**config.mk**
```make
export PLATFORM = sky130hd
export DESIGN_NAME = uart_packet_ring_resync
export DESIGN_NICKNAME = d
export VERILOG_FILES = /design/src/uprr_pkg.sv /design/src/uprr_ring_mem.sv /design/src/uprr_ctrl.sv /design/src/uart_packet_ring_resync.sv
export VERILOG_INCLUDE_DIRS = /design/src /design/src/src
export SDC_FILE = /design/constraint.sdc
export NUM_CORES = 1
export LEC_CHECK = 0
export BUFFER_PORTS_ARGS = -buffer_cell sky130_fd_sc_hd__buf_2
export CORE_AREA = 2 2 274 276
export CTS_BUF_LIST = sky130_fd_sc_hd__clkbuf_16
export CTS_CLUSTER_SIZE = 14
export DETAILED_ROUTE_END_ITERATION = 10
export DIE_AREA = 0 0 276 278
export GPL_TIMING_DRIVEN = 0
export SYNTH_ARGS = -nofsm -noshare
export SYNTH_HDL_FRONTEND = slang
export SYNTH_SLANG_ARGS = --single-unit
```
**constraint.sdc**
```tcl
create_clock -name i_clk -period 6.15 [get_ports i_clk]
set_clock_uncertainty 0.05 [all_clocks]
set_input_delay 0.9225 -clock i_clk [delete_from_list [all_inputs] [get_ports i_clk]]
set_output_delay 0.9225 -clock i_clk [all_outputs]
set_load 0.005 [all_outputs]
```
**src/uart_packet_ring_resync_assert.svh**
```systemverilog
// Assertion macros used by the controller of the receive ring.
`ifndef UART_PACKET_RING_RESYNC_ASSERT_SVH
`define UART_PACKET_RING_RESYNC_ASSERT_SVH

// Same-cycle implication, switched off while reset is held.
`define UPRR_ASSERT_IMP(name, clk, rst_n, ante, cons) \
    name: assert property (@(posedge clk) disable iff (!rst_n) (ante) |-> (cons)) \
        else $error("uprr: same-cycle check failed");

// Next-cycle implication, switched off while reset is held.
`define UPRR_ASSERT_NXT(name, clk, rst_n, ante, cons) \
    name: assert property (@(posedge clk) disable iff (!rst_n) (ante) |=> (cons)) \
        else $error("uprr: next-cycle check failed");

`endif

```
**src/uprr_pkg.sv**
```systemverilog
package uprr_pkg;

    // Default geometry of the ring and of the two packet kinds.
    localparam int RING_DEPTH_DEF    = 64;
    localparam int PACKET_BYTES_DEF  = 16;
    localparam int ACK_MAX_BYTES_DEF = 32;

    // Address width of the memory request; wide enough for the deepest ring.
    localparam int ADDR_W = 8;

    // Configuration register indexes and reset values.
    localparam int CFG_IDX_W = 1;
    localparam logic [CFG_IDX_W-1:0] CFG_HEADER  = 1'b0;
    localparam logic [CFG_IDX_W-1:0] CFG_ACK_MIN = 1'b1;
    localparam logic [7:0] HEADER_RESET  = 8'hAA;
    localparam logic [5:0] ACK_MIN_RESET = 6'd2;

    // The two characters that open an acknowledge packet.
    localparam logic [7:0] ASCII_O = 8'h4F;
    localparam logic [7:0] ASCII_K = 8'h4B;

    typedef enum logic [1:0] {
        OP_RX   = 2'd0,
        OP_DATA = 2'd1,
        OP_ACK  = 2'd2
    } t_opcode;

    typedef enum logic [1:0] {
        ST_DATA = 2'd0,
        ST_ACK  = 2'd1,
        ST_NONE = 2'd2
    } t_status;

    typedef enum logic [2:0] {
        S_IDLE,
        S_D_CHECK,
        S_D_CMP,
        S_A_CHECK,
        S_A_RD1,
        S_A_CMP,
        S_STREAM
    } t_state;

    typedef struct packed {
        logic [1:0] opcode;
        logic [7:0] rx_byte;
    } t_cmd;

    typedef struct packed {
        logic [1:0] status;
        logic [7:0] out_byte;
        logic       last;
        logic [7:0] packet_total;
        logic       ack_seen;
    } t_res;

    typedef struct packed {
        logic              we;
        logic [ADDR_W-1:0] waddr;
        logic [7:0]        wdata;
        logic [ADDR_W-1:0] raddr;
    } t_mem_req;

endpackage

```
**src/uprr_ring_mem.sv**
```systemverilog
module uprr_ring_mem
    import uprr_pkg::*;
#(
    parameter int RING_DEPTH = RING_DEPTH_DEF
) (
    input  logic       i_clk,
    input  t_mem_req   i_req,
    output logic [7:0] o_rdata
);

    localparam int PTR_W = $clog2(RING_DEPTH);

    logic [7:0] r_mem [RING_DEPTH];
    logic [7:0] r_rdata;

    // One write port and one read port, read data registered.
    always_ff @(posedge i_clk) begin
        if (i_req.we) begin
            r_mem[i_req.waddr[PTR_W-1:0]] <= i_req.wdata;
        end
        r_rdata <= r_mem[i_req.raddr[PTR_W-1:0]];
    end

    assign o_rdata = r_rdata;

endmodule

```
**src/uprr_ctrl.sv**
```systemverilog
module uprr_ctrl
    import uprr_pkg::*;
#(
    parameter int RING_DEPTH    = RING_DEPTH_DEF,
    parameter int PACKET_BYTES  = PACKET_BYTES_DEF,
    parameter int ACK_MAX_BYTES = ACK_MAX_BYTES_DEF
) (
    input  logic                 i_clk,
    input  logic                 i_rst_n,
    input  logic                 start,
    output logic                 busy,
    input  t_cmd                 i_cmd,
    input  logic                 i_cfg_valid,
    input  logic [CFG_IDX_W-1:0] i_cfg_index,
    input  logic [7:0]           i_cfg_data,
    output t_mem_req             o_mem_req,
    input  logic [7:0]           i_rdata,
    output logic                 o_res_strobe,
    output t_res                 o_res
);

    `include "uart_packet_ring_resync_assert.svh"

    localparam int PTR_W   = $clog2(RING_DEPTH);
    localparam int FILL_W  = $clog2(RING_DEPTH + 1);
    localparam int MAX_LEN = (PACKET_BYTES > ACK_MAX_BYTES) ? PACKET_BYTES : ACK_MAX_BYTES;
    localparam int LEN_W   = $clog2(MAX_LEN + 1);
    localparam int CMP_W   = FILL_W + 7;
    localparam int DIF_W   = FILL_W + 1;

    t_state            r_state, n_state;
    logic [PTR_W-1:0]  r_wp, n_wp;
    logic [FILL_W-1:0] r_fill, n_fill;
    logic [7:0]        r_cnt, n_cnt;
    logic              r_ack, n_ack;
    logic [7:0]        r_header;
    logic [5:0]        r_ack_min;
    logic [PTR_W-1:0]  r_addr, n_addr;
    logic [LEN_W-1:0]  r_k, n_k;
    logic [LEN_W-1:0]  r_len, n_len;
    logic [CMP_W-1:0]  r_lim, n_lim;
    t_status           r_status, n_status;
    logic [7:0]        r_b0, n_b0;
    logic              r_out_valid, n_out_valid;
    logic              r_out_last, n_out_last;
    logic              r_out_zero, n_out_zero;
    t_status           r_out_status, n_out_status;

    logic              accept;
    logic              acc_rx;
    logic [DIF_W-1:0]  wp_x;
    logic [DIF_W-1:0]  fill_x;
    logic [PTR_W-1:0]  oldest;
    logic [PTR_W-1:0]  oldest_nx;
    logic [PTR_W-1:0]  addr_nx;
    logic [CMP_W-1:0]  fill_c;
    logic              data_ok;
    logic              ack_win;
    logic [7:0]        b1;
    logic              ok_match;
    logic              stream_last;
    logic              ring_full;

    function automatic logic [PTR_W-1:0] ptr_inc(input logic [PTR_W-1:0] a);
        return (a == PTR_W'(RING_DEPTH - 1)) ? '0 : a + 1'b1;
    endfunction

    assign accept = start && (r_state == S_IDLE);
    assign busy   = (r_state != S_IDLE);
    assign acc_rx = accept && (i_cmd.opcode == OP_RX);

    // Oldest entry sits fill places behind the write pointer, modulo the depth.
    assign wp_x      = DIF_W'(r_wp);
    assign fill_x    = DIF_W'(r_fill);
    assign oldest    = (wp_x >= fill_x) ? PTR_W'(wp_x - fill_x)
                                        : PTR_W'(wp_x + DIF_W'(RING_DEPTH) - fill_x);
    assign oldest_nx = ptr_inc(oldest);
    assign addr_nx   = ptr_inc(r_addr);

    // Search conditions and the decision on a candidate.
    assign fill_c      = CMP_W'(r_fill);
    assign ring_full   = (fill_c >= CMP_W'(RING_DEPTH));
    assign data_ok     = (fill_c >= CMP_W'(PACKET_BYTES));
    assign ack_win     = (fill_c >= CMP_W'(r_ack_min)) && (fill_c < CMP_W'(ACK_MAX_BYTES))
                         && (r_fill != '0);
    assign b1          = (fill_c >= CMP_W'(2)) ? i_rdata : 8'h00;
    assign ok_match    = (r_b0 == ASCII_O) && (b1 == ASCII_K);
    assign stream_last = (r_k == r_len - 1'b1);

    // Memory request: writes come only from received bytes, reads from the sequencer.
    always_comb begin
        o_mem_req.we    = acc_rx && !ring_full;
        o_mem_req.waddr = ADDR_W'(r_wp);
        o_mem_req.wdata = i_cmd.rx_byte;
        case (r_state)
            S_A_RD1:  o_mem_req.raddr = ADDR_W'(oldest_nx);
            S_STREAM: o_mem_req.raddr = ADDR_W'(r_addr);
            default:  o_mem_req.raddr = ADDR_W'(oldest);
        endcase
    end

    // Next state of the sequencer.
    always_comb begin
        n_state = r_state;
        case (r_state)
            S_IDLE: begin
                if (accept) begin
                    case (i_cmd.opcode)
                        OP_DATA: n_state = S_D_CHECK;
                        OP_ACK:  n_state = S_A_CHECK;
                        default: n_state = S_IDLE;
                    endcase
                end
            end
            S_D_CHECK: n_state = data_ok ? S_D_CMP : S_IDLE;
            S_D_CMP:   n_state = (i_rdata == r_header) ? S_STREAM : S_D_CHECK;
            S_A_CHECK: n_state = ack_win ? S_A_RD1 : S_IDLE;
            S_A_RD1:   n_state = S_A_CMP;
            S_A_CMP: begin
                if (ok_match) begin
                    n_state = S_STREAM;
                end else if (r_b0 == r_header) begin
                    n_state = S_IDLE;
                end else begin
                    n_state = S_A_CHECK;
                end
            end
            S_STREAM:  n_state = stream_last ? S_IDLE : S_STREAM;
            default:   n_state = S_IDLE;
        endcase
    end

    // Datapath and result values for each state.
    always_comb begin
        n_wp         = r_wp;
        n_fill       = r_fill;
        n_cnt        = r_cnt;
        n_ack        = r_ack;
        n_addr       = r_addr;
        n_k          = r_k;
        n_len        = r_len;
        n_lim        = r_lim;
        n_status     = r_status;
        n_b0         = r_b0;
        n_out_valid  = 1'b0;
        n_out_last   = 1'b0;
        n_out_zero   = 1'b0;
        n_out_status = r_out_status;
        case (r_state)
            S_IDLE: begin
                // A byte into a full ring empties it and is lost.
                if (acc_rx) begin
                    if (ring_full) begin
                        n_fill = '0;
                    end else begin
                        n_wp   = ptr_inc(r_wp);
                        n_fill = r_fill + 1'b1;
                    end
                end
            end
            S_D_CHECK: begin
                if (!data_ok) begin
                    n_out_valid  = 1'b1;
                    n_out_last   = 1'b1;
                    n_out_zero   = 1'b1;
                    n_out_status = ST_NONE;
                end
            end
            S_D_CMP: begin
                if (i_rdata == r_header) begin
                    n_addr   = oldest;
                    n_fill   = FILL_W'(fill_c - CMP_W'(PACKET_BYTES));
                    n_cnt    = r_cnt + 1'b1;
                    n_k      = '0;
                    n_len    = LEN_W'(PACKET_BYTES);
                    n_lim    = CMP_W'(PACKET_BYTES);
                    n_status = ST_DATA;
                end else begin
                    n_fill = r_fill - 1'b1;
                end
            end
            S_A_CHECK: begin
                if (!ack_win) begin
                    n_out_valid  = 1'b1;
                    n_out_last   = 1'b1;
                    n_out_zero   = 1'b1;
                    n_out_status = ST_NONE;
                end
            end
            S_A_RD1: begin
                n_b0 = i_rdata;
            end
            S_A_CMP: begin
                if (ok_match) begin
                    // Bytes past the fill count pad the packet with zeros.
                    n_addr   = oldest;
                    n_lim    = fill_c;
                    n_fill   = '0;
                    n_ack    = 1'b1;
                    n_k      = '0;
                    n_len    = LEN_W'(ACK_MAX_BYTES);
                    n_status = ST_ACK;
                end else if (r_b0 == r_header) begin
                    n_out_valid  = 1'b1;
                    n_out_last   = 1'b1;
                    n_out_zero   = 1'b1;
                    n_out_status = ST_NONE;
                end else begin
                    n_fill = r_fill - 1'b1;
                end
            end
            S_STREAM: begin
                n_addr       = addr_nx;
                n_k          = r_k + 1'b1;
                n_out_valid  = 1'b1;
                n_out_last   = stream_last;
                n_out_zero   = !(CMP_W'(r_k) < r_lim);
                n_out_status = r_status;
            end
            default: begin
                n_out_valid = 1'b0;
            end
        endcase
    end

    // Control state.
    always_ff @(posedge i_clk) begin
        if (!i_rst_n) begin
            r_state     <= S_IDLE;
            r_wp        <= '0;
            r_fill      <= '0;
            r_cnt       <= '0;
            r_ack       <= 1'b0;
            r_out_valid <= 1'b0;
        end else begin
            r_state     <= n_state;
            r_wp        <= n_wp;
            r_fill      <= n_fill;
            r_cnt       <= n_cnt;
            r_ack       <= n_ack;
            r_out_valid <= n_out_valid;
        end
    end

    // Configuration registers.
    always_ff @(posedge i_clk) begin
        if (!i_rst_n) begin
            r_header  <= HEADER_RESET;
            r_ack_min <= ACK_MIN_RESET;
        end else if (i_cfg_valid) begin
            case (i_cfg_index)
                CFG_HEADER:  r_header  <= i_cfg_data;
                CFG_ACK_MIN: r_ack_min <= i_cfg_data[5:0];
                default:     r_header  <= r_header;
            endcase
        end
    end

    // Working registers of the search and the result stage.
    always_ff @(posedge i_clk) begin
        r_addr       <= n_addr;
        r_k          <= n_k;
        r_len        <= n_len;
        r_lim        <= n_lim;
        r_status     <= n_status;
        r_b0         <= n_b0;
        r_out_last   <= n_out_last;
        r_out_zero   <= n_out_zero;
        r_out_status <= n_out_status;
    end

    // Results line up with the registered memory read data.
    assign o_res_strobe        = r_out_valid;
    assign o_res.status        = r_out_status;
    assign o_res.out_byte      = r_out_zero ? 8'h00 : i_rdata;
    assign o_res.last          = r_out_last;
    assign o_res.packet_total  = r_cnt;
    assign o_res.ack_seen      = r_ack;

    `UPRR_ASSERT_IMP(a_fill_bound, i_clk, i_rst_n, 1'b1, r_fill <= FILL_W'(RING_DEPTH))
    `UPRR_ASSERT_IMP(a_last_idle, i_clk, i_rst_n, r_out_valid && r_out_last, r_state == S_IDLE)
    `UPRR_ASSERT_IMP(a_idle_last, i_clk, i_rst_n, r_out_valid && (r_state == S_IDLE), r_out_last)
    `UPRR_ASSERT_NXT(a_rx_fill, i_clk, i_rst_n, acc_rx && !ring_full, r_fill == $past(r_fill) + 1'b1)

endmodule

```
**src/uart_packet_ring_resync.sv**
```systemverilog
// Receive ring with header resynchronisation.
// Command channel: an opcode and a byte are taken when start is high and busy
// is low. Opcode 0 stores a received byte (or empties a full ring and drops
// it); opcode 1 fetches a data packet, opcode 2 an acknowledge packet;
// opcode 3 is ignored.
// Results leave on o_res for one cycle each, marked by o_res_strobe, with last
// set on the final one of a request. The receiver cannot stall this channel.
// A data request checks each candidate byte in S_D_CHECK and S_D_CMP, then
// streams PACKET_BYTES results; an acknowledge request checks each candidate
// in S_A_CHECK, S_A_RD1 and S_A_CMP, then streams ACK_MAX_BYTES results.
// The ring memory has one registered read port. The first result appears
// in the cycle after its read; a failed search gives one result in the
// cycle after the last check. Busy falls as the final result is shown.
// Configuration writes (header byte, least ack fill count) are always ready
// and must be made while the block is idle, which the block does not enforce.
// Reset empties the ring, clears the packet count and the ack flag and loads
// the configuration defaults; no clearing pass is run.
module uart_packet_ring_resync
    import uprr_pkg::*;
#(
    parameter int RING_DEPTH    = RING_DEPTH_DEF,
    parameter int PACKET_BYTES  = PACKET_BYTES_DEF,
    parameter int ACK_MAX_BYTES = ACK_MAX_BYTES_DEF
) (
    input  logic                 i_clk,
    input  logic                 i_rst_n,
    input  logic                 start,
    output logic                 busy,
    input  t_cmd                 i_cmd,
    input  logic                 i_cfg_valid,
    output logic                 o_cfg_ready,
    input  logic [CFG_IDX_W-1:0] i_cfg_index,
    input  logic [7:0]           i_cfg_data,
    output logic                 o_res_strobe,
    output t_res                 o_res
);

    t_mem_req   mem_req;
    logic [7:0] mem_rdata;

    assign o_cfg_ready = 1'b1;

    // Sequencer, pointers and counters.
    uprr_ctrl #(
        .RING_DEPTH    (RING_DEPTH),
        .PACKET_BYTES  (PACKET_BYTES),
        .ACK_MAX_BYTES (ACK_MAX_BYTES)
    ) u_ctrl (
        .i_clk        (i_clk),
        .i_rst_n      (i_rst_n),
        .start        (start),
        .busy         (busy),
        .i_cmd        (i_cmd),
        .i_cfg_valid  (i_cfg_valid),
        .i_cfg_index  (i_cfg_index),
        .i_cfg_data   (i_cfg_data),
        .o_mem_req    (mem_req),
        .i_rdata      (mem_rdata),
        .o_res_strobe (o_res_strobe),
        .o_res        (o_res)
    );

    // Ring storage.
    uprr_ring_mem #(
        .RING_DEPTH (RING_DEPTH)
    ) u_ring_mem (
        .i_clk   (i_clk),
        .i_req   (mem_req),
        .o_rdata (mem_rdata)
    );

endmodule

```
==> impl_metrics.xml <==
<?xml version="1.0" encoding="UTF-8"?>
<metrics>
  <group name="detailed_routing">
    <metric name="via_count_of_the_routed_design" unit="">14288</metric>
    <metric name="drt_drc_violations_left" unit="">7</metric>
    <metric name="first_pass_iters" unit="">8</metric>
    <metric name="wl" unit="µm">61500</metric>
    <metric name="avgRoutedWirePerCell" unit="µm">22.0</metric>
    <metric name="drt_first_iter_violations" unit="">1173</metric>
    <metric name="ant_nets" unit="">0</metric>
    <metric name="post_drt_via_cell_ratio" unit="">5.11</metric>
  </group>
  <group name="synth">
    <metric name="synthDominantAreaCellType" unit="">edfxtp_1</metric>
    <metric name="yosys_most_used_dff" unit="">edfxtp_1</metric>
    <metric name="synth-seq-area-share" unit="%">67.3</metric>
    <metric name="mappedNetlistNets" unit="">1733</metric>
    <metric name="syn-instance-count" unit="">1678</metric>
    <metric name="post-synth-top-area-fraction" unit="%">63.4</metric>
    <metric name="synth-seq-cells" unit="">593</metric>
    <metric name="synth.area.top_cells" unit="">edfxtp_1 63%, mux2i_1 18%, dfxtp_1 3.9%</metric>
    <metric name="post_synth_instance_area" unit="µm²">25700</metric>
    <metric name="synth_enable_flop_cells" unit="">543</metric>
    <metric name="postSynth.asyncResetShare" unit="%">0</metric>
    <metric name="synthesis.yosys.warnings" unit="">0</metric>
    <metric name="post_synth.cell_area_avg" unit="µm²">15.3</metric>
    <metric name="synth_cell_type_count" unit="">72</metric>
  </group>
  <group name="critical_path">
    <metric name="number_of_cell_instances_on_the_worst_register_to_register_path" unit="">17</metric>
    <metric name="critical_path_depth" unit="">17</metric>
    <metric name="crit_path_frequent_cell" unit="">mux2i_1</metric>
    <metric name="critical_path_arrival" unit="ns">5.74</metric>
    <metric name="cp_num_buf_inv" unit="">6</metric>
    <metric name="worst_setup_path_start_kind" unit="">flop</metric>
    <metric name="crit_path_top_delay_cell" unit="">fa_1</metric>
    <metric name="cp_data_required_time" unit="ns">6.57</metric>
    <metric name="cpLargestDelayFamily" unit="">multiplexers</metric>
    <metric name="chain_of_cells_forming_the_critical_path" unit="">clkbuf_1, inv_1, ha_1, inv_1, fa_1, ha_1, mux2_2, mux2i_4, buf_4, buf_2, buf_4, mux2i_1, mux2i_1, mux2i_1, mux2i_1, mux2i_1, mux2i_1</metric>
    <metric name="worstSetupPathType" unit="">flop to flop</metric>
    <metric name="endpoint_kind" unit="">flop</metric>
    <metric name="critical_path_peak_fanout" unit="">10</metric>
    <metric name="regToRegSetupSlack" unit="ns">0.83</metric>
    <metric name="cp_slowest_stage_delay" unit="ns">0.52</metric>
  </group>
  <group name="sta">
    <metric name="worst_slew_margin_rel" unit="%">7.02</metric>
    <metric name="fmaxAchievable" unit="GHz">0.188</metric>
    <metric name="setup_repair_after_global_routing_missed_its_margin" unit="">no</metric>
    <metric name="worst_pin_slew" unit="ns">1.39</metric>
    <metric name="timing.setup.tns" unit="ns">0</metric>
    <metric name="finalCritPeriodShare" unit="%">86.5</metric>
    <metric name="period_needed" unit="ns">5.32</metric>
    <metric name="timing_hold_violations_final" unit="">0</metric>
    <metric name="timing_max_transition_violations_final" unit="">0</metric>
    <metric name="finalSetupViolCount" unit="">0</metric>
    <metric name="postLayoutSetupSlackWorst" unit="ns">0.827</metric>
  </group>
  <group name="global_route">
    <metric name="wire_length_of_the_first_global_routing_pass" unit="µm">91100</metric>
    <metric name="antenna_found_initial" unit="">3</metric>
    <metric name="largest_net_degree_at_the_start_of_global_routing" unit="">65</metric>
    <metric name="number_of_global_route_vias_before_repair" unit="">14468</metric>
    <metric name="globalRoute.totalOverflow" unit="">0</metric>
    <metric name="groute.usage.overall" unit="%">15.8</metric>
  </group>
  <group name="place">
    <metric name="place_ws" unit="ns">0.859</metric>
    <metric name="place.gp.congestion" unit="">0.883</metric>
    <metric name="hpwl" unit="µm">40700</metric>
    <metric name="numPortBuffers" unit="">41</metric>
  </group>
  <group name="die">
    <metric name="core_area" unit="µm²">73800</metric>
    <metric name="die_w" unit="µm">276</metric>
    <metric name="floorplan.rows" unit="">100</metric>
    <metric name="initial_utilization" unit="%">34.8</metric>
    <metric name="ioPinCount" unit="">46</metric>
    <metric name="design.die.area" unit="µm²">76700</metric>
    <metric name="die_h" unit="µm">278</metric>
  </group>
  <group name="cts">
    <metric name="cts_buffer_count" unit="">59</metric>
    <metric name="cts_tree" unit="">built</metric>
    <metric name="clk_transition_reported_paths" unit="ns">0.06</metric>
    <metric name="worstSkewPairLatency" unit="ns">0.63</metric>
    <metric name="cts_num_sinks" unit="">593</metric>
    <metric name="cts-root-to-sink-buffers" unit="">3</metric>
    <metric name="cts_post_setup_buffers_inserted" unit="">0</metric>
    <metric name="htreeDepth" unit="">2</metric>
    <metric name="post_cts_resize_count" unit="">0</metric>
    <metric name="clock-root-buffer" unit="">clkbuf_16</metric>
    <metric name="post_cts_hold_buffer_count" unit="">0</metric>
  </group>
  <group name="power">
    <metric name="power_leakage" unit="nW">11.1</metric>
    <metric name="power.density_cell_area" unit="nW/µm²">427</metric>
    <metric name="vdd.ir_drop.worst" unit="mV">0.207</metric>
  </group>
  <group name="job">
    <metric name="timing.max_cap.violations" unit="">0</metric>
  </group>
  <group name="layout">
    <metric name="nets" unit="">1835</metric>
    <metric name="final_common_cell" unit="">edfxtp_1</metric>
    <metric name="num_antenna_cells" unit="">0</metric>
    <metric name="layout_common_cells" unit="">543 x edfxtp_1, 461 x mux2i_1, 114 x nor2_1</metric>
    <metric name="final_layout_size_suffix_gt1_share" unit="%">11.6</metric>
    <metric name="area_growth_syn_to_layout" unit="%">13.2</metric>
  </group>
  <group name="status">
    <metric name="outcome" unit="">finished, violations left</metric>
    <metric name="violated_checks" unit="">DRC</metric>
  </group>
  <group name="worst_hold_path">
    <metric name="worst_hold_path.num_cells" unit="">1</metric>
    <metric name="holdCritPathClass" unit="">flop to flop</metric>
  </group>
</metrics>
==> worst reg2reg max path, cell delays in order (launching register included) <==
cell and delay [ns]:
dfxtp_1 0.33, clkbuf_1 0.31, inv_1 0.10, ha_1 0.25, inv_1 0.09, fa_1 0.52, ha_1 0.32, mux2_2 0.28
mux2i_4 0.40, buf_4 0.37, buf_2 0.50, buf_4 0.34, mux2i_1 0.27, mux2i_1 0.14, mux2i_1 0.28, mux2i_1 0.18
mux2i_1 0.24, mux2i_1 0.21
==> flip-flops by register name (all words and copies together), names as in the netlist <==
signal,count
u_ctrl.o_res_strobe,1
u_ctrl.r_ack,1
u_ctrl.r_ack_min,6
u_ctrl.r_addr,6
u_ctrl.r_b0,8
u_ctrl.r_cnt,8
u_ctrl.r_fill,7
u_ctrl.r_header,8
u_ctrl.r_k,6
u_ctrl.r_len,1
u_ctrl.r_lim,7
u_ctrl.r_out_last,1
u_ctrl.r_out_status,2
u_ctrl.r_out_zero,1
u_ctrl.r_state,3
u_ctrl.r_status,1
u_ctrl.r_wp,6
u_ring_mem.o_rdata,8
u_ring_mem.r_mem,512
==> cell families (layout without fill, tap and decap cells) <==
family	Yosys count	after routing	share of synthesized area [%]
AO/OA/AOI/OAI	124	124	3.30
AND/OR/NAND/NOR	303	303	5.58
adder cells (fa/ha/maj)	32	32	1.59
flip-flops	593	593	67.3
buffers and inverters	110	260	2.22
XOR/XNOR	42	42	1.43
multiplexers	473	473	18.5
other	1	1	0.0146
==> layout make-up <==
cell class / instances / area (µm²)
fill: 6810 / 44700
tap: 969 / 1210
clock inverter: 50 / 485
multi-input combinational: 975 / 7830
inverter: 28 / 105
buffer: 82 / 465
timing repair buffer: 41 / 205
sequential: 593 / 17300
clock buffer: 59 / 1480
==> stage by stage <==
| stage | area (µm²) | utilization (%) | hold WS (ns) | cells | power (mW) |
|---|---|---|---|---|---|
| 2_1_floorplan | 25700 | - | 0.362 | 1678 | 7.48 |
| 3_3_place_gp | 27100 | 36.7 | 0.402 | 2688 | 8.84 |
| 3_5_place_dp | 27100 | 36.7 | 0.390 | 2688 | 8.88 |
| 4_1_cts | 29100 | 39.4 | 0.364 | 2797 | 12.5 |
| 5_1_grt | 29100 | 39.4 | 0.395 | 2797 | 12.9 |
| 6_report | 29100 | 39.4 | 0.358 | 2797 | 12.4 |
==> final timing paths <==
| path | start | end |
|---|---|---|
| max | u_ctrl.r_wp[0]$_SDFFE_PN0P_ | u_ring_mem.o_rdata[4]$_DFF_P_ |
| max reg2reg | u_ctrl.r_wp[0]$_SDFFE_PN0P_ | u_ring_mem.o_rdata[4]$_DFF_P_ |
| min | u_ctrl.r_lim[6]$_SDFFCE_PN0P_ | u_ctrl.r_out_zero$_DFF_P_ |
| min reg2reg | u_ctrl.r_lim[6]$_SDFFCE_PN0P_ | u_ctrl.r_out_zero$_DFF_P_ |
==> power breakdown <==
part	switching [mW]	total (mW)	internal [mW]
Clock	1.55	3.63	2.08
Sequential	0.0899	4.59	4.50
Combinational	2.55	4.21	1.66
==> cells in the mapped netlist, types with 3 or more instances <==
master	number
nor2_1	114
nor4_1	3
a211oi_1	12
dfxtp_1	50
buf_4	27
mux2i_1	461
clkbuf_1	14
nor3_1	12
a211o_1	3
nand2b_1	7
buf_2	33
o21ai_0	25
edfxtp_1	543
and3_1	7
nand2_1	67
nand4_1	10
o22ai_1	4
nor2b_1	21
a21boi_0	6
a21oi_1	26
xor2_1	15
and2_1	7
mux2_2	11
inv_1	26
xnor2_1	27
nor3b_1	3
a21o_1	5
ha_1	31
nand3_1	33
buf_1	6
o211ai_1	10
o31ai_1	3
or3_1	4
==> layer usage <==
metal / vias up / GRT usage (%) / part of all wire (%)
li1: 6583 / - / -
met1: 7220 / 21.3 / 45
met2: 385 / 26.5 / 48
met3: 96 / 2.49 / 4.9
met4: 4 / 4.69 / 2.3
met5: - / 0 / 0.044
No activity file was read; power rests on OpenSTA's default activity.
